$ cat src/rtl/core/tsc_pkg.sv
// Types, widths and constants of the triangle span coverage unit.
package tsc_pkg;

	localparam int COORD_BITS = 12;
	localparam int SPAN_WIDTH = 64;
	localparam int MASK_BITS  = 64;
	localparam int COLOR_BITS = 16;

	localparam int DIFF_W = COORD_BITS + 1;
	localparam int PROD_W = 2 * DIFF_W;
	localparam int EDGE_W = PROD_W + 2;
	localparam int SUM_W  = EDGE_W + 1;
	localparam int LANE_W = (SPAN_WIDTH > 1) ? $clog2(SPAN_WIDTH) : 1;

	typedef logic signed [COORD_BITS-1:0] coord_t;
	typedef logic signed [DIFF_W-1:0]     diff_t;
	typedef logic signed [PROD_W-1:0]     prod_t;
	typedef logic signed [EDGE_W-1:0]     edge_t;
	typedef logic signed [SUM_W-1:0]      sum_t;
	typedef logic [COLOR_BITS-1:0]        color_t;

	typedef struct packed {
		logic signed [COORD_BITS-1:0] vert_a_x;
		logic signed [COORD_BITS-1:0] vert_a_y;
		logic signed [COORD_BITS-1:0] vert_b_x;
		logic signed [COORD_BITS-1:0] vert_b_y;
		logic signed [COORD_BITS-1:0] vert_c_x;
		logic signed [COORD_BITS-1:0] vert_c_y;
		logic signed [COORD_BITS-1:0] row_y;
		logic signed [COORD_BITS-1:0] span_x;
		logic [COLOR_BITS-1:0]        pixel_color;
	} tsc_item_t;

	typedef struct packed {
		logic signed [COORD_BITS-1:0] out_row_y;
		logic signed [COORD_BITS-1:0] out_span_x;
		logic [MASK_BITS-1:0]         coverage_mask;
		logic [COLOR_BITS-1:0]        out_color;
		logic                         zero_area;
	} tsc_result_t;

	// Fields carried unchanged from item to result.
	typedef struct packed {
		coord_t row_y;
		coord_t span_x;
		color_t color;
	} tsc_echo_t;

	// Triangle setup handed from the front end to every lane.
	typedef struct packed {
		edge_t     area;
		edge_t     s0;
		edge_t     t0;
		diff_t     ey;
		diff_t     dy;
		tsc_echo_t echo;
	} tsc_setup_t;

endpackage

$ cat src/rtl/core/tsc_merge.sv
// Result stage: gathers lane hits into the coverage mask and holds the result item.
module tsc_merge import tsc_pkg::*; (
	input  logic                  clk,
	input  logic                  arst_n,
	input  logic                  en,
	input  logic                  valid_s5,
	input  logic [SPAN_WIDTH-1:0] hits_s5,
	input  logic                  zero_s5,
	input  tsc_echo_t             echo_s5,
	output tsc_result_t           result,
	output logic                  result_valid
);

	logic [MASK_BITS-1:0] mask;
	tsc_result_t          res_q;
	logic                 res_valid_q;

	// Drop every hit of a degenerate triangle; bits past the span stay clear.
	always_comb begin
		mask = '0;
		if (!zero_s5) begin
			mask[SPAN_WIDTH-1:0] = hits_s5;
		end
	end

	always_ff @(posedge clk or negedge arst_n) begin
		if (!arst_n) begin
			res_valid_q <= 1'b0;
		end else if (en) begin
			res_valid_q <= valid_s5;
		end
	end

	always_ff @(posedge clk) begin
		if (en) begin
			res_q.out_row_y     <= echo_s5.row_y;
			res_q.out_span_x    <= echo_s5.span_x;
			res_q.coverage_mask <= mask;
			res_q.out_color     <= echo_s5.color;
			res_q.zero_area     <= zero_s5;
		end
	end

	assign result       = res_q;
	assign result_valid = res_valid_q;

endmodule

$ cat config.mk
export PLATFORM = sky130hd
export DESIGN_NAME = tsc_merge
export DESIGN_NICKNAME = d
export VERILOG_FILES = /design/src/rtl/core/tsc_pkg.sv /design/src/rtl/core/tsc_merge.sv
export SDC_FILE = /design/constraint.sdc
export NUM_CORES = 1
export LEC_CHECK = 0
export BUFFER_PORTS_ARGS = -buffer_cell sky130_fd_sc_hd__buf_2
export CAP_MARGIN = 20
export CORE_UTILIZATION = 40
export DETAILED_ROUTE_END_ITERATION = 10
export GPL_TIMING_DRIVEN = 0
export PLACE_DENSITY = 0.82
export REMOVE_ABC_BUFFERS = 1
export SLEW_MARGIN = 20
export SYNTH_ARGS = -nofsm -noshare
export SYNTH_HDL_FRONTEND = slang
export SYNTH_SLANG_ARGS = --single-unit
$ cat constraint.sdc
create_clock -name clk -period 0.8 [get_ports clk]
set_clock_uncertainty 0.1 [all_clocks]
set_input_delay 0.12 -clock clk [delete_from_list [all_inputs] [get_ports clk]]
set_output_delay 0.12 -clock clk [all_outputs]
set_load 0.02 [all_outputs]
-- Yosys cells after proc, flatten, opt, wreduce, memory -nomap -nowiden
Index checks and enable logic that the tools add are counted.
- flip-flop bits (word level): 106
- bits of input ports: 109
- output and inout port bits: 106
- logic and storage cells: 6

-- Depth between registers and ports, before layout
- word-level depth: 0
- depth in mapped cells: 3
- depth with buffers taken out: 1

-- Worst setup path after synthesis
Ideal clock, no wire load.
- kind: register to register
- start: register, netlist name result_valid
- end: register res_valid_q (netlist: result_valid)
- library setup time: 0.125 ns
- arrival: 0.701 ns
- data required time: 0.575 ns
- setup slack: -0.126 ns
- cell stages (with the launch flop): 2
- path buffers: 0
- period minus slack after synthesis: 0.926 ns
- cell sequence: dfrtp_1 > mux2_2
- RTL lines (what ; RTL line ; RTL):
    end signal: assignment ; tsc_merge.sv:30 ; res_valid_q <= valid_s5;
    end: declaration ; tsc_merge.sv:16 ; logic res_valid_q;

-- Final worst setup path
- start: register res_q (netlist bit result[99])
- end: output result[99] in the netlist's numbering
- RTL lines (what ; RTL line ; RTL):
    start: declaration ; tsc_merge.sv:15 ; tsc_result_t res_q;
    end: declaration ; tsc_merge.sv:10 ; output tsc_result_t result,
No word-level cell between the ends.

==> summary.txt <==
Clocking
  • Clock latency on the worst-skew pair: 0.36 ns
  • CTS tree: yes
  • Clock-pin slew on the worst setup and hold paths: 0.10 ns
  • Post-CTS Setup Inserts: 0
  • Clock buffers created by TritonCTS: 9
  • CTS H-tree lvls: 3
  • CTS Hold Bufs: 42
  • CTS Sinks: roughly 110
  • Max Buffers Root-to-Sink: 2
  • Clock root cell: clkbuf_8

Route
  • Vias: 2515
  • Initial DRT Pass Iterations: 4
  • Number of DRC markers in iteration 0: 67
  • Post-route ant nets: 0
  • WL/cell: 16.8 um
  • Drt total wl: 9.66 mm
  • Via density: 4.37
  • DRC errors left: 0

Final layout
  • Share of cells above drive strength 1: 65.5%
  • Post-route cell area: 6190 um2
  • Non-Filler Instances: 575
  • Syn-to-layout area delta: 61.8%
  • Diode count: 0
  • Filler Cell Count: 647
  • Fin util: 67.0%
  • Nets: 550

Logic synthesis
  • Syn Inst Count: roughly 180
  • Warning count from the yosys run: 0
  • Multiplexer area fraction after synthesis: 0.294%
  • Post-Synthesis Cell Area: roughly 3800 um2
  • Netlist cell types: 7
  • Synth cell count leaders: edfxtp_1, nor2b_2, buf_6
  • Most common cell in the netlist: edfxtp_1
  • Area share of the largest cell type after synthesis: 82.4%
  • EDFF count, synth: about 110
  • Main combinational cell family by area after synthesis: simple AND/OR/NAND/NOR gates
  • Biggest area consumer among synthesized cells: edfxtp_1
  • Dominant cells by area after synthesis: edfxtp_1, nor2b_2, buf_6, buf_8, dfrtp_1
  • Adder-cell share of the synthesized area: 0%
  • Ys flop type: edfxtp_1
  • Post-Synth XOR/XNOR Area: 0%
  • Synth Area in Compound Gates: 0%
  • Post-Syn Area per Cell: 21.5 um2
  • Simple-gate area share of the yosys netlist: 14.4%
  • Async SR Flop Fraction: less than 1%
  • Synthesis-stage register bit count: 106
  • Post-synthesis sequential area ratio: 83.1%

Floorplan
  • Core area: 9240 um2
  • Initial Util: 41.4%
  • Cell row count: 35
  • Die X: 99.8 um
  • I/O pin cnt: 215
  • Die Span Y: 99.8 um
  • Die area: 9960 um2

Timing
  • Final setup viols: 107
  • Highest Clock Rate: 854 MHz
  • Slew Viols, Final: 0
  • Hold Vio Cnt, Final: 63
  • Worst slew margin: about four fifths
  • Hold Worst Slack: -0.107 ns
  • Period utilisation layout: 146%
  • Setup ws final: -0.371 ns
  • Worst-Margin Slew: 0.295 ns
  • Period minus WS final: 1.17 ns
  • Unrepaired setup endpoints after global routing: true

GRT
  • GR Overflow Total: 0
  • Vias in the first global route: ~2700
  • First-pass GRT wire length: around 13 mm
  • Initial antenna violation count: 0
  • Pin count of the biggest net entering global routing: 50
  • Total track usage: 18.4%

Run status
  • Violated checks: hold timing, setup timing
  • Outcome: finished with violations

Placement
  • DP HPWL: 5.62 mm
  • Placed instance area: a little over 5000 um2
  • GP Congestion: 0.699
  • Cell count after placement: 516
  • Port-buffer cells: ~210

Worst setup path
  • Crit path to: result[99]
  • Top delay family on crit path: flip-flops
  • Cell chain of the critical path: buf_6
  • Worst r2r src: result_valid
  • Largest stage delay, worst path: 0.43 ns
  • CP Launch Point: result[99]
  • CP Capture Type: output pin
  • CP Max Fanout: 1
  • Setup CP Type: reg -> out
  • Reg2reg path depth: 1
  • Crit path launch type: flop
  • Flop2flop setup slack: -0.07 ns
  • Slowest-stage cell, CP: edfxtp_1
  • Reg2reg end: result_valid
  • Critical path depth: 1
  • Arrival time at the worst endpoint: 0.95 ns
  • CP Buf/Inv Count: 1
  • Req. time, crit path: between 0.5 and 0.6 ns

Power and ir drop
  • Final Total Pwr: 12.0 mW
  • Leakage: around 2.6 nW
  • Max VDD drop: 1080 uV
  • PD cells: ~1900 nW/um2

Worst hold path
  • Worst Hold Class: in -> reg

Job
  • Maxcap violations: 0
## report_power, final
part           switching (mW)  internal [mW]
combinational            1.07           1.16
clock                    1.81           1.14
sequential              0.200           6.59
## cell type report
type	count	area (um2)	share of cell area [%]
sequential	106	3180	51.3
timing repair buffer	259	2120	34.3
clock buffer	10	128	2.06
multi-input combinational	65	562	9.07
tap	129	161	2.61
clock inverter	6	41.3	0.667
## through the flow
stage	worst slack [ns]	setup TNS, ns
6_report	-0.371	-34.55
5_1_grt	-0.410	-39.91
4_1_cts	-0.389	-36.29
3_5_place_dp	-0.487	-55.79
3_3_place_gp	-1.59	-220.73
2_1_floorplan	-0.126	-0.126
## flip-flops by register name, summed over array words and instances (netlist names)
| name | count |
|---|---|
| result | 105 |
| result_valid | 1 |
## timing repair
item	4_1_cts	5_1_grt
cloned	1	0
hold endpoints to repair	107	65
resized for setup	67	106
endpoints found under the setup margin	180	136
## per-layer routing
layer	wire [um]	global-route usage, %	vias to the layer above
met5	0	0	-
met4	233	8.14	0
met3	901	6.69	18
met2	5090	33.8	147
met1	3430	18.5	1186
li1	-	-	1164
## kinds of logic after synthesis
kind of cell           Yosys count
buffers and inverters            7
multiplexers                     1
AND/OR/NAND/NOR                 64
flip-flops                     106
## cell usage in the layout (no fill, tap or decap), drive strengths merged
master         n
mux2           1
clkinv         2
inv            2
clkinvlp       2
buf          217
dlygate4sd3   42
dfrtp          1
nor2b         64
edfxtp       105
clkbuf        10
## how the worst min path moves through the flow
stage              from           end  slack, ns  cells after the start
2_1_floorplan    arst_n  result_valid      -0.28                      0
3_3_place_gp     arst_n  result_valid      -0.20                      1
3_5_place_dp     arst_n  result_valid      -0.20                      1
4_1_cts        valid_s5  result_valid      -0.13                      2
5_1_grt        valid_s5  result_valid      -0.14                      2
6_report       valid_s5  result_valid      -0.11                      2
No activity file was read; power rests on OpenSTA's default activity.
