**config.mk**
```make
export PLATFORM = sky130hd
export DESIGN_NAME = tsc_lane
export DESIGN_NICKNAME = d
export VERILOG_FILES = /design/src/rtl/core/tsc_pkg.sv /design/src/rtl/core/tsc_lane.sv
export SDC_FILE = /design/constraint.sdc
export NUM_CORES = 1
export LEC_CHECK = 0
export ABC_AREA = 1
export BUFFER_PORTS_ARGS = -buffer_cell sky130_fd_sc_hd__buf_2
export CAP_MARGIN = 20
export CORE_ASPECT_RATIO = 1.1
export CORE_MARGIN = 3
export CORE_UTILIZATION = 60
export DETAILED_ROUTE_END_ITERATION = 6
export PLACE_DENSITY_LB_ADDON = 0.25
export SETUP_SLACK_MARGIN = 0.3
export SLEW_MARGIN = 15
export SYNTH_ARGS = -nofsm -noshare
export SYNTH_HDL_FRONTEND = slang
export SYNTH_SLANG_ARGS = --single-unit
```
**constraint.sdc**
```tcl
create_clock -name clk -period 7.2 [get_ports clk]
set_input_delay 0.72 -clock clk [delete_from_list [all_inputs] [get_ports clk]]
set_output_delay 0.72 -clock clk [all_outputs]
set_load 0.005 [all_outputs]
```
**src/rtl/core/tsc_pkg.sv**
```systemverilog
// Types, widths and constants of the triangle span coverage unit.
package tsc_pkg;

	localparam int COORD_BITS = 12;
	localparam int SPAN_WIDTH = 64;
	localparam int MASK_BITS  = 64;
	localparam int COLOR_BITS = 16;

	localparam int DIFF_W = COORD_BITS + 1;
	localparam int PROD_W = 2 * DIFF_W;
	localparam int EDGE_W = PROD_W + 2;
	localparam int SUM_W  = EDGE_W + 1;
	localparam int LANE_W = (SPAN_WIDTH > 1) ? $clog2(SPAN_WIDTH) : 1;

	typedef logic signed [COORD_BITS-1:0] coord_t;
	typedef logic signed [DIFF_W-1:0]     diff_t;
	typedef logic signed [PROD_W-1:0]     prod_t;
	typedef logic signed [EDGE_W-1:0]     edge_t;
	typedef logic signed [SUM_W-1:0]      sum_t;
	typedef logic [COLOR_BITS-1:0]        color_t;

	typedef struct packed {
		logic signed [COORD_BITS-1:0] vert_a_x;
		logic signed [COORD_BITS-1:0] vert_a_y;
		logic signed [COORD_BITS-1:0] vert_b_x;
		logic signed [COORD_BITS-1:0] vert_b_y;
		logic signed [COORD_BITS-1:0] vert_c_x;
		logic signed [COORD_BITS-1:0] vert_c_y;
		logic signed [COORD_BITS-1:0] row_y;
		logic signed [COORD_BITS-1:0] span_x;
		logic [COLOR_BITS-1:0]        pixel_color;
	} tsc_item_t;

	typedef struct packed {
		logic signed [COORD_BITS-1:0] out_row_y;
		logic signed [COORD_BITS-1:0] out_span_x;
		logic [MASK_BITS-1:0]         coverage_mask;
		logic [COLOR_BITS-1:0]        out_color;
		logic                         zero_area;
	} tsc_result_t;

	// Fields carried unchanged from item to result.
	typedef struct packed {
		coord_t row_y;
		coord_t span_x;
		color_t color;
	} tsc_echo_t;

	// Triangle setup handed from the front end to every lane.
	typedef struct packed {
		edge_t     area;
		edge_t     s0;
		edge_t     t0;
		diff_t     ey;
		diff_t     dy;
		tsc_echo_t echo;
	} tsc_setup_t;

endpackage

```
**src/rtl/core/tsc_lane.sv**
```systemverilog
// One pixel lane: steps the edge values to its pixel and runs the inside test.
module tsc_lane import tsc_pkg::*; (
	input  logic              clk,
	input  logic              en,
	input  logic [LANE_W-1:0] lane_idx,
	input  tsc_setup_t        setup,
	input  edge_t             area,
	input  logic              area_pos,
	output logic              hit_s5
);

	logic signed [LANE_W:0]        offs;
	logic signed [LANE_W+DIFF_W:0] step_s, step_t;
	edge_t                         s_s4, t_s4;
	sum_t                          st_sum;
	sum_t                          area_ext;
	logic                          in_tri;

	// Moving one pixel right adds ey to S and subtracts dy from T.
	assign offs   = signed'({1'b0, lane_idx});
	assign step_s = offs * setup.ey;
	assign step_t = offs * setup.dy;

	always_ff @(posedge clk) begin
		if (en) begin
			s_s4 <= setup.s0 + EDGE_W'(step_s);
			t_s4 <= setup.t0 - EDGE_W'(step_t);
		end
	end

	assign st_sum   = sum_t'(s_s4) + sum_t'(t_s4);
	assign area_ext = sum_t'(area);

	always_comb begin
		if (area_pos) begin
			in_tri = !s_s4[EDGE_W-1] && !t_s4[EDGE_W-1] && (st_sum <= area_ext);
		end else begin
			in_tri = (s_s4 <= 0) && (t_s4 <= 0) && (st_sum >= area_ext);
		end
	end

	always_ff @(posedge clk) begin
		if (en) begin
			hit_s5 <= in_tri;
		end
	end

endmodule

```
Word-level counts from Yosys, hierarchy flattened:

Cells that the tools add are included.

* order comparisons: 4
* bitwise operators: 0
* multipliers: 2
* reduce and logical (&&, ||, !) cells: 6
* shifts and indexed selects: 0
* add/subtract/negate cells: 3
* multiplexer cells: 1
* equality and inequality tests: 0
* div/mod/pow operators: 0

Operator list (number)
* $le A28 B1 Y1 const B: 2
* $mul A7 B13 Y20: 2
* $add A28 B28 Y29: 1
* $ge A29 B28 Y1: 1
* $le A29 B28 Y1: 1
* $add A28 B20 Y28: 1
* $sub A28 B20 Y28: 1
* $logic_and A1 B1 Y1: 4
* $logic_not A1 Y1: 2
* $mux W1: 1

* bits in latches: 0
* memories: 0
* memory bits (writable): 0
* bits in registers: 57
* output and inout port bits: 1
* memory bits (read-only): 0

Depth between registers and ports, before layout:

* depth after elaboration: 4
* gate-level depth with buffers: 25

Least setup slack after synthesis:

OpenSTA, ideal clock, no wires.

* path type: input to register
* start: in lane_idx[1]
* end: reg s_s4[24] (data pin)
* cell stages on the path: 18
* buffers on the path: 2
* required time: 6.941 ns
* arrival: 5.234 ns
* slack: 1.707 ns
* cells stage by stage: clkbuf_1 > clkbuf_1 > nand2_1 > fa_1 > inv_1 > ha_1 > a21oi_1 > inv_1 > fa_1 > fa_1 > ha_1 > nand2_1 > inv_1 > a21oi_1 > nor2_1 > nor3_1 > nand3_1 > xor2_1

* longest elaborated chain between the ends: 2

RTL lines
* start, declared: RTL line tsc_lane.sv:5 `input logic [LANE_W-1:0] lane_idx,`
* $mul A7 B13 Y20: RTL line tsc_lane.sv:21 `assign step_s = offs * setup.ey;`
* $add A28 B20 Y28: RTL line tsc_lane.sv:26 `s_s4 <= setup.s0 + EDGE_W'(step_s);`
* end signal, assigned: RTL line tsc_lane.sv:26
* end, declared: RTL line tsc_lane.sv:14 `edge_t s_s4, t_s4;`

Every way passes these cells.
A chain may end at the register's enable or synchronous reset.

Worst setup path in the final report:

* start: in lane_idx[0]
* end: reg t_s4[22] (data pin)

* longest elaborated chain between the ends: 2

RTL lines
* $mul A7 B13 Y20: RTL line tsc_lane.sv:22 `assign step_t = offs * setup.dy;`
* $sub A28 B20 Y28: RTL line tsc_lane.sv:27 `t_s4 <= setup.t0 - EDGE_W'(step_t);`
* end signal, assigned: RTL line tsc_lane.sv:27
* end, declared: RTL line tsc_lane.sv:14

Every way passes these cells.

==> metrics.csv <==
metric;value;unit
die-width;154;um
hold_viol;0;
synth-seq-cells;57;
core;0.0237;mm2
syn_inst;1944;
worstSetupPathType;input pin to flip-flop;
grt_max_degree;58;
cts_tree;built;
whs;0.745;ns
dp_slack;1.60;ns
grt-ovfl-total;0;
drtIter0Drc;735;
io_buffers;119;
hp-class;input pin to flip-flop;
max_slew_margin;0.420;
crit_path_max_fanout;14;
drive_gt1_frac;0.0827;
synth_warnings;0;
reg2reg_depth;22;
max_cap_violations;0;
insertion_delay;0.32;ns
dr_total_vias;12400;
die_area;0.0261;mm2
antenna_left;0;
ys_seq_area_frac;0.118;
dp.cells;2356;
r2r_slack;3.50;ns
cts_root_buffer;clkbuf_16;
fin_skew;0.00941;ns
clock_sinks;57;
vias_per_cell;5.25;
diodes;0;
start_util;0.612;
layout_common_cells;inv_1, nand2_1, fa_1;
areaGrowthSynthToFinish;8.57;%
vdd_drop_max;0.216;mV
cts_resized;0;
post_cts_buffers;0;
setup_viol;0;
pin_count;188;
rsz0062_at_grt;false;
start_kind;input pin;
worst_slack;1.99;ns
r2r_end;hit_s5;
htreeDepth;3;
gp_congestion;0.961;
p_leak;8.88;nW
ys_types;36;
fin_crit_sh;0.724;
clkTransAtPathRegs;0.05;ns
fmax;0.192;GHz
cp-startpoint;lane_idx[0];
final_nets;2618;
timing.rr.start;t_s4[0];
cts_buffers;9;
grtUsageTotal;0.267;
critical_path_arrival;5.29;ns
final_cells;2372;
p_per_area;493;mW/mm2
status;complete, no violations;
hpwlAfterDp;30.0;mm
synth_area;0.0145;mm2
die_h;169;um
routed_wl;34.0;mm
drt-pass1-iter-count;7;
p_total;7.76;mW
syn-mean-instance-area;7.46;um2
worstHoldStart;setup[94];
final.setup.tns;0;ns
rows;59;
worstPathRequired;7.28;ns
synth_nets;2500;
cp-endpoint;t_s4[22];
grt_pass1_wl;57.9;mm
antenna_found_initial;1;
clk_path_buf_depth;2;
grt_pass1_vias;12600;
worst_slew_pin_slew;0.870;ns
layout_min_cycle_time;5.21;ns
mostFrequentLayoutCell;inv_1;
drc_errors;0;
cp-end-kind;flip-flop;
avgRoutedWirePerCell;14.3;um
drv_slew;0;
cts_hold_buf;0;
## critical path: stages
cell,delay (ns)
buf_2,0.18
nand2_1,0.14
inv_1,0.66
fa_1,0.58
fa_1,0.51
inv_1,0.06
fa_1,0.53
inv_1,0.05
fa_1,0.47
inv_1,0.04
ha_1,0.33
a21oi_1,0.25
o21ai_0,0.12
a21oi_1,0.21
nand3_1,0.18
nand2_1,0.12
nand2_1,0.06
nand2_1,0.05
nand2_1,0.04
## metal layers
layer	share of wire	track usage
met3	0.049	0.0184
met2	0.48	0.465
met4	0.024	0.0684
met5	0.00024	0
met1	0.44	0.366
## area by class of cell
| cell class | instances | area, um2 |
|---|---|---|
| Multi-Input combinational cell | 1343 | 10700 |
| Fill cell | 2084 | 7960 |
| Inverter | 526 | 1970 |
| Sequential cell | 57 | 1710 |
| Timing Repair Buffer | 125 | 641 |
| Tap cell | 305 | 382 |
| Clock buffer | 10 | 229 |
| Clock inverter | 6 | 58.8 |
## synth_stat cells
library cell	count	area (um2)
o21ai_2	3	26.3
o21bai_1	12	90.1
or2_1	3	18.8
nor2_1	139	522
a21o_1	9	67.6
inv_2	4	15.0
nand3b_1	4	30.0
o21ai_1	23	115
o211ai_1	3	22.5
a211oi_1	3	22.5
nand3_1	56	280
o21ai_0	29	145
ha_1	174	2180
a21boi_0	1	7.51
a21oi_1	97	485
fa_1	195	3900
edfxtp_1	57	1710
nor2_2	7	43.8
nand3_2	3	30.0
a21boi_1	1	7.51
a21boi_2	1	11.3
nand2_2	4	25.0
or2_2	8	50.1
clkinv_1	1	3.75
nand2_1	429	1610
a31oi_1	5	31.3
nand4_1	21	131
xor2_1	55	482
clkbuf_1	18	67.6
inv_1	521	1960
a21oi_2	2	17.5
nor3_2	1	10.0
nor4_1	9	56.3
xnor2_1	23	201
nor3_1	22	110
o21a_1	1	7.51
## per-stage QoR
step	area, um2	utilization
after floorplan	14500	-
after global placement	15400	0.652
after detailed placement	15400	0.652
after CTS	15700	0.664
after global routing	15700	0.664
final	15700	0.664
## state kept, by name (all words and copies together) (netlist names)
| register | flops |
|---|---|
| hit_s5 | 1 |
| s_s4 | 28 |
| t_s4 | 28 |
## power breakdown
group          switching, mW  total, mW  internal (mW)
registers              0.141      0.897          0.756
logic                   4.11       6.47           2.35
clock network          0.135      0.400          0.264
## logic make-up (layout without fill, tap and decap cells)
group / count (synthesis) / after routing / synth area share
AOI/OAI and AO/OA: 190 / 190 / 0.0730
adders and majority gates: 369 / 369 / 0.420
and+or+nand+nor: 706 / 706 / 0.201
DFF: 57 / 57 / 0.118
xor gates and xnor gates: 78 / 78 / 0.0471
buffers and inverters: 544 / 667 / 0.141
## how the worst min path moves through the flow
stage / end / slack [ns] / cells after the start
after floorplan: hit_s5 / 0.67 / 4
after global placement: hit_s5 / 0.74 / 4
after detailed placement: hit_s5 / 0.75 / 4
after CTS: s_s4[0] / 0.73 / 2
after global routing: s_s4[0] / 0.73 / 2
final: s_s4[0] / 0.75 / 2
No activity file was read; power rests on OpenSTA's default activity.
