**src/rtl/core/tsc_pkg.sv**
```systemverilog
// Types, widths and constants of the triangle span coverage unit.
package tsc_pkg;

	localparam int COORD_BITS = 12;
	localparam int SPAN_WIDTH = 64;
	localparam int MASK_BITS  = 64;
	localparam int COLOR_BITS = 16;

	localparam int DIFF_W = COORD_BITS + 1;
	localparam int PROD_W = 2 * DIFF_W;
	localparam int EDGE_W = PROD_W + 2;
	localparam int SUM_W  = EDGE_W + 1;
	localparam int LANE_W = (SPAN_WIDTH > 1) ? $clog2(SPAN_WIDTH) : 1;

	typedef logic signed [COORD_BITS-1:0] coord_t;
	typedef logic signed [DIFF_W-1:0]     diff_t;
	typedef logic signed [PROD_W-1:0]     prod_t;
	typedef logic signed [EDGE_W-1:0]     edge_t;
	typedef logic signed [SUM_W-1:0]      sum_t;
	typedef logic [COLOR_BITS-1:0]        color_t;

	typedef struct packed {
		logic signed [COORD_BITS-1:0] vert_a_x;
		logic signed [COORD_BITS-1:0] vert_a_y;
		logic signed [COORD_BITS-1:0] vert_b_x;
		logic signed [COORD_BITS-1:0] vert_b_y;
		logic signed [COORD_BITS-1:0] vert_c_x;
		logic signed [COORD_BITS-1:0] vert_c_y;
		logic signed [COORD_BITS-1:0] row_y;
		logic signed [COORD_BITS-1:0] span_x;
		logic [COLOR_BITS-1:0]        pixel_color;
	} tsc_item_t;

	typedef struct packed {
		logic signed [COORD_BITS-1:0] out_row_y;
		logic signed [COORD_BITS-1:0] out_span_x;
		logic [MASK_BITS-1:0]         coverage_mask;
		logic [COLOR_BITS-1:0]        out_color;
		logic                         zero_area;
	} tsc_result_t;

	// Fields carried unchanged from item to result.
	typedef struct packed {
		coord_t row_y;
		coord_t span_x;
		color_t color;
	} tsc_echo_t;

	// Triangle setup handed from the front end to every lane.
	typedef struct packed {
		edge_t     area;
		edge_t     s0;
		edge_t     t0;
		diff_t     ey;
		diff_t     dy;
		tsc_echo_t echo;
	} tsc_setup_t;

endpackage

```
**src/rtl/core/tsc_front.sv**
```systemverilog
// Triangle setup pipeline: edge vectors, products, doubled area and first-pixel edge values.
module tsc_front import tsc_pkg::*; (
	input  logic       clk,
	input  logic       en,
	input  tsc_item_t  item,
	output tsc_setup_t setup_s3
);

	diff_t     dx_s1, dy_s1, ex_s1, ey_s1, qx_s1, qy_s1;
	tsc_echo_t echo_s1;

	prod_t     p_dxey_s2, p_dyex_s2, p_qxey_s2, p_qyex_s2, p_dxqy_s2, p_dyqx_s2;
	diff_t     ey_s2, dy_s2;
	tsc_echo_t echo_s2;

	always_ff @(posedge clk) begin
		if (en) begin
			dx_s1   <= DIFF_W'(item.vert_b_x) - DIFF_W'(item.vert_a_x);
			dy_s1   <= DIFF_W'(item.vert_b_y) - DIFF_W'(item.vert_a_y);
			ex_s1   <= DIFF_W'(item.vert_c_x) - DIFF_W'(item.vert_a_x);
			ey_s1   <= DIFF_W'(item.vert_c_y) - DIFF_W'(item.vert_a_y);
			qx_s1   <= DIFF_W'(item.span_x) - DIFF_W'(item.vert_a_x);
			qy_s1   <= DIFF_W'(item.row_y) - DIFF_W'(item.vert_a_y);
			echo_s1 <= '{row_y: item.row_y, span_x: item.span_x, color: item.pixel_color};
		end
	end

	always_ff @(posedge clk) begin
		if (en) begin
			p_dxey_s2 <= dx_s1 * ey_s1;
			p_dyex_s2 <= dy_s1 * ex_s1;
			p_qxey_s2 <= qx_s1 * ey_s1;
			p_qyex_s2 <= qy_s1 * ex_s1;
			p_dxqy_s2 <= dx_s1 * qy_s1;
			p_dyqx_s2 <= dy_s1 * qx_s1;
			ey_s2     <= ey_s1;
			dy_s2     <= dy_s1;
			echo_s2   <= echo_s1;
		end
	end

	always_ff @(posedge clk) begin
		if (en) begin
			setup_s3.area <= EDGE_W'(p_dxey_s2) - EDGE_W'(p_dyex_s2);
			setup_s3.s0   <= EDGE_W'(p_qxey_s2) - EDGE_W'(p_qyex_s2);
			setup_s3.t0   <= EDGE_W'(p_dxqy_s2) - EDGE_W'(p_dyqx_s2);
			setup_s3.ey   <= ey_s2;
			setup_s3.dy   <= dy_s2;
			setup_s3.echo <= echo_s2;
		end
	end

endmodule

```
**config.mk**
```make
export PLATFORM = sky130hd
export DESIGN_NAME = tsc_front
export DESIGN_NICKNAME = d
export VERILOG_FILES = /design/src/rtl/core/tsc_pkg.sv /design/src/rtl/core/tsc_front.sv
export SDC_FILE = /design/constraint.sdc
export NUM_CORES = 2
export LEC_CHECK = 0
export BUFFER_PORTS_ARGS = -buffer_cell sky130_fd_sc_hd__clkbuf_2
export CELL_PAD_IN_SITES_DETAIL_PLACEMENT = 1
export CELL_PAD_IN_SITES_GLOBAL_PLACEMENT = 1
export CORE_MARGIN = 1
export CORE_UTILIZATION = 52
export CTS_BUF_LIST = sky130_fd_sc_hd__clkbuf_4
export CTS_CLUSTER_DIAMETER = 200
export CTS_CLUSTER_SIZE = 14
export DETAILED_ROUTE_END_ITERATION = 8
export HOLD_SLACK_MARGIN = 0.02
export PLACE_DENSITY_LB_ADDON = 0.1
export SYNTH_ARGS = -nofsm -noshare
export SYNTH_HDL_FRONTEND = slang
export SYNTH_SLANG_ARGS = --single-unit
```
**constraint.sdc**
```tcl
create_clock -name clk -period 8.35 [get_ports clk]
set_input_delay 0.835 -clock clk [delete_from_list [all_inputs] [get_ports clk]]
set_output_delay 0.835 -clock clk [all_outputs]
set_load 0.005 [all_outputs]
```
# Yosys cells after proc, flatten, opt, wreduce, memory -nomap -nowiden
# Index checks and enable logic that the tools add are counted.
# classes
add_sub_neg	9
n_mul	6
# op_table
cell	count
$mul A13 B13 Y26	6
$sub A26 B26 Y27	3
$sub A12 B12 Y13	6
# word_totals
reg_bits	490
output_inout_bits	150

# Depth between registers and ports, before layout
# logic_depth
ltp_word	1
depth_mapped	24

# Worst setup path after synthesis
# OpenSTA, ideal clock, no wires.
# synth_timing
kind	reg2reg
start	reg qy_s1[12]
end	reg p_qyex_s2[25], data pin
setup_time_ps	259
arrival_ps	5706
t_required_ps	8091
path_slack_ps	2385
stages_incl_launch_ff	21
path_buffers	1
cell_sequence	edfxtp_1 -> clkbuf_1 -> nand2_1 -> fa_1 -> fa_1 -> fa_1 -> inv_1 -> fa_1 -> inv_1 -> fa_1 -> inv_1 -> ha_1 -> ha_1 -> a211oi_1 -> nand2_1 -> a31o_1 -> a41o_1 -> and4_4 -> a2111oi_4 -> a21oi_1 -> xnor2_1
# synth_between
elab_chain_cells	1
# synth_rtl
element	line	rtl
start, declared	tsc_front.sv:9	diff_t dx_s1, dy_s1, ex_s1, ey_s1, qx_s1, qy_s1;
start signal, assigned	tsc_front.sv:23	qy_s1 <= DIFF_W'(item.row_y) - DIFF_W'(item.vert_a_y);
$mul A13 B13 Y26	tsc_front.sv:33	p_qyex_s2 <= qy_s1 * ex_s1;
end signal, assigned	tsc_front.sv:33	
end, declared	tsc_front.sv:12	prod_t p_dxey_s2, p_dyex_s2, p_qxey_s2, p_qyex_s2, p_dxqy_s2, p_dyqx_s2;
# No other way between the ends.
# A chain may end at the register's enable or synchronous reset.

# Worst setup path in the final report
# layout_timing
start	reg ey_s1[1]
end	reg p_qxey_s2[25], data pin
# layout_between
elab_chain_cells	1
# layout_rtl
element	line	rtl
start, declared	tsc_front.sv:9	
start signal, assigned	tsc_front.sv:21	ey_s1 <= DIFF_W'(item.vert_c_y) - DIFF_W'(item.vert_a_y);
$mul A13 B13 Y26	tsc_front.sv:32	p_qxey_s2 <= qx_s1 * ey_s1;
end signal, assigned	tsc_front.sv:32	
end, declared	tsc_front.sv:12	
# No other way between the ends.

==> reports/summary.md <==
Summed over all layers, the routed wires come to 155000 microns. Timing would allow up to 0.146 GHz. Entering global routing, the biggest net connects 169 pins. The layout has 12412 filler cells. The run gives 10 as the number of antenna violations at the first check in global routing. During synthesis, Yosys emitted a total of 0 warnings. Clock skew on the completed layout was measured at 0.128 ns. The startpoint type of the worst setup path was a flip-flop. Setup repair after global routing left no endpoint under its margin. The largest stage delay on the critical path works out to 0.87 ns.

Yosys attributes the largest share of cell area to sky130_fd_sc_hd__fa_1, sky130_fd_sc_hd__edfxtp_1, sky130_fd_sc_hd__ha_1, sky130_fd_sc_hd__inv_1, sky130_fd_sc_hd__and2_1. At the later pin of the worst-skew pair, clock insertion delay measures 1.04 ns. Number of nets in the final layout: 7542. Counting every sink on the clock net gives 487. For this run, the leading register cell type out of synthesis is sky130_fd_sc_hd__edfxtp_1. The biggest area consumer among synthesized cells was sky130_fd_sc_hd__fa_1.

Counting stages on the worst path, the most repeated cell is sky130_fd_sc_hd__fa_1. Kind of capture point of the worst setup path: a flip-flop. Summed over all nets, the half-perimeter wirelength after detailed placement is 123000 microns. The synthesized design devotes to its leading area cell type 33.1% of total area. The die width was 340 microns; the final total negative setup slack was 0 ns. Traced cell by cell, the critical path runs through buf_4, nand2_1, fa_1, fa_1, inv_1, fa_1, fa_1, fa_1, ha_1, ha_1, a21o_1, a21oi_1, and2_1, o311ai_1, a31oi_1, nor2b_1, o21a_1, o22ai_1, xnor2_1. The total of max-cap violations was 0.

Area inside the core boundary: 0.113 sq mm. The worst hold-check path type is in -> reg. In this run the clock root is driven by a sky130_fd_sc_hd__clkbuf_4.

Ranked by instance count, the synthesized netlist is headed by sky130_fd_sc_hd__inv_1, sky130_fd_sc_hd__fa_1, sky130_fd_sc_hd__nand2_1. The first detailed-routing pass ran for 5 iterations. Each instance of the synthesized netlist takes up on average 10.5 sq um. STA puts the critical path data required time at 9.07 ns. For the finished layout, the period the worst path requires is 6.86 ns. Detailed routing inserted a total of 39956 vias.

The remaining number of nets flagged by the antenna check after routing came out at 0. The number of clock buffers added by TritonCTS is 40. The proportion of synthesized flip-flops having asynchronous set or reset was 0%.

Yosys mapped the design onto 79 distinct sky130hd cell types. The first global-routing pass estimated 250000 microns of wire. The H-tree was split into 2 levels. The share of the cycle needed by the critical path after routing was 82.1%; the detailed router's first-iteration violation count was 1935.

The synthesized design contains 487 enable-type register cells. The die outline height works out to 340 microns. 264 I/O pins were placed. Clock-pin slew was measured on the worst setup and hold paths at 0.18 ns.

For the maximum clock insertion buffer count, the log shows 3. The tools report the final hold slack as 0.113 ns. The slew of the pin with the lowest slew margin was 1.24 ns; the combined global-route utilization of all metal layers was 27.9%. For the data arrival time of the critical path, the log shows 7.58 ns.

Slowest stage cell on the critical path: sky130_fd_sc_hd__edfxtp_1. Along the worst path, the maximum fanout reaches 14. Summed over all layers, the global routing overflow is 0. The run gives 45224 as the number of global-route vias before repair.

Counting every net in the synthesized netlist gives 7306. The run finished with clean final reports. The effective utilization at floorplan is 52.5%. The most instantiated library cell after synthesis is sky130_fd_sc_hd__inv_1. The flip-flop and latch count after synthesis is 487. Input and output buffers added on the ports amount to 263. The fraction of layout cells with a size suffix above 1 came out at 6.82%.

Compared with the post-synthesis result, the final layout area differs by 6.29%. Synthesized instance count: 5659. Cell area after technology mapping: 0.0593 sq mm. Post-CTS timing repair inserted 0 buffers for setup. The hold violation count in the final report came out at 0.

In the final routed layout, each cell accounts on average for 20.9 microns. The DRC violation count after routing is 0, and the total die area is 0.115 sq mm. At the end of routability-driven placement, the weighted congestion stood at 0.860. The final max-slew violation count came out at 0. For the total of endpoints with negative setup slack in the final report, the log shows 0. The type of the worst setup path was reg -> reg. TritonCTS built the clock tree.

The average vias per placed instance is 5.40, and the share of synthesized area occupied by flip-flops and latches is 24.7%. In this run the core area contains 123 standard-cell rows. Measured against its own limit, the worst slew margin works out to 17.1%.
[through the flow]
stage / setup slack, ns / cell area [sq um] / std cells / utilization [%]
3_3_place_gp: 1.66 / 62400 / 7327 / 55.3
4_1_cts: 1.48 / 63000 / 7397 / 55.8
5_1_grt: 1.14 / 63000 / 7402 / 55.8
2_1_floorplan: 2.39 / 59300 / 5659 / -
3_5_place_dp: 1.57 / 62400 / 7327 / 55.3
6_report: 1.49 / 63000 / 7404 / 55.8
[state kept, by name (all words and copies together), names as in the netlist, 26 cells and up]
signal and cells:
p_qxey_s2 26, setup_s3 147, p_dyqx_s2 26, p_dxqy_s2 26, p_qyex_s2 26, p_dxey_s2 26, p_dyex_s2 26, echo_s1 40
echo_s2 40
[cell type report]
cell class | count | area, sq um | share of cell area (%)
diodes | 7 | 17.5 | 0.0278
clock buffers | 40 | 300 | 0.477
clock inverters | 4 | 28.8 | 0.0457
inverters | 1197 | 4490 | 7.13
multi-input cells | 3811 | 39500 | 62.7
flip-flops and latches | 487 | 14600 | 23.2
well taps | 1500 | 1880 | 2.98
repair buffers | 358 | 2130 | 3.38
[what timing repair did]
| item | in CTS | in global routing |
|---|---|---|
| gates resized for setup | 0 | 0 |
| hold endpoints to repair | 26 | 0 |
| hold buffers | 26 | 0 |
| setup endpoints to repair | 0 | 0 |
[cells by family (layout without fill, tap and decap cells)]
kind of cell / count (synthesis) / in the layout / synth area share, %
xor gates and xnor gates: 252 / 252 / 3.72
muxes: 2 / 2 / 0.0359
DFF: 487 / 487 / 24.7
other: 0 / 7 / 0
buffers and inverters: 1361 / 1599 / 8.64
adders and majority gates: 1533 / 1533 / 44.8
and+or+nand+nor: 1499 / 1499 / 12.2
AOI/OAI and AO/OA: 525 / 525 / 5.91
[cells in the final DEF (no fill, tap or decap), drive strengths merged, types with 8 or more instances in the layout]
| cell type | count |
|---|---|
| nand2b | 39 |
| and2 | 453 |
| ha | 552 |
| a211oi | 23 |
| a21o | 56 |
| nand2 | 588 |
| buf | 70 |
| o21ai | 120 |
| a21boi | 22 |
| fa | 981 |
| or3 | 8 |
| o31a | 15 |
| o21bai | 16 |
| inv | 1195 |
| o21a | 41 |
| nor2b | 55 |
| o211ai | 8 |
| nor2 | 240 |
| nand3 | 33 |
| xor2 | 58 |
| o31ai | 14 |
| and3 | 17 |
| nor3 | 35 |
| a31oi | 8 |
| nand4 | 8 |
| dlygate4sd3 | 26 |
| xnor2 | 194 |
| clkbuf | 302 |
| a21oi | 135 |
| edfxtp | 487 |
[routing by layer]
layer | GRT usage [%] | up-vias | part of all wire, %
met2 | 48.0 | 890 | 49
met1 | 37.3 | 20818 | 43
met4 | 7.47 | 0 | 2.7
met3 | 3.39 | 192 | 4.5
li1 | - | 18056 | -
met5 | 0 | - | 0
[worst paths after layout]
kind               start            end  slack (ns)  cells past startpoint
min             item[26]    echo_s1[26]        0.11                      1
min reg2reg  echo_s1[34]    echo_s2[34]        0.38                      0
max             ey_s1[1]  p_qxey_s2[25]        1.49                     19
max reg2reg     ey_s1[1]  p_qxey_s2[25]        1.49                     19
[worst max-delay path: cells and delay by family, from the launching register on]
kind | cells | cell delay (ns)
adder cells (fa/ha/maj) | 7 | 3.41
XOR/XNOR | 1 | 0.09
AO/OA/AOI/OAI | 6 | 1.32
AND/OR/NAND/NOR | 3 | 0.42
buffers and inverters | 2 | 0.49
flip-flops | 1 | 0.87
Power is left out: the tool's default activity adds up to more than one toggle a clock period on the data nets, which glitch-free logic cannot reach.
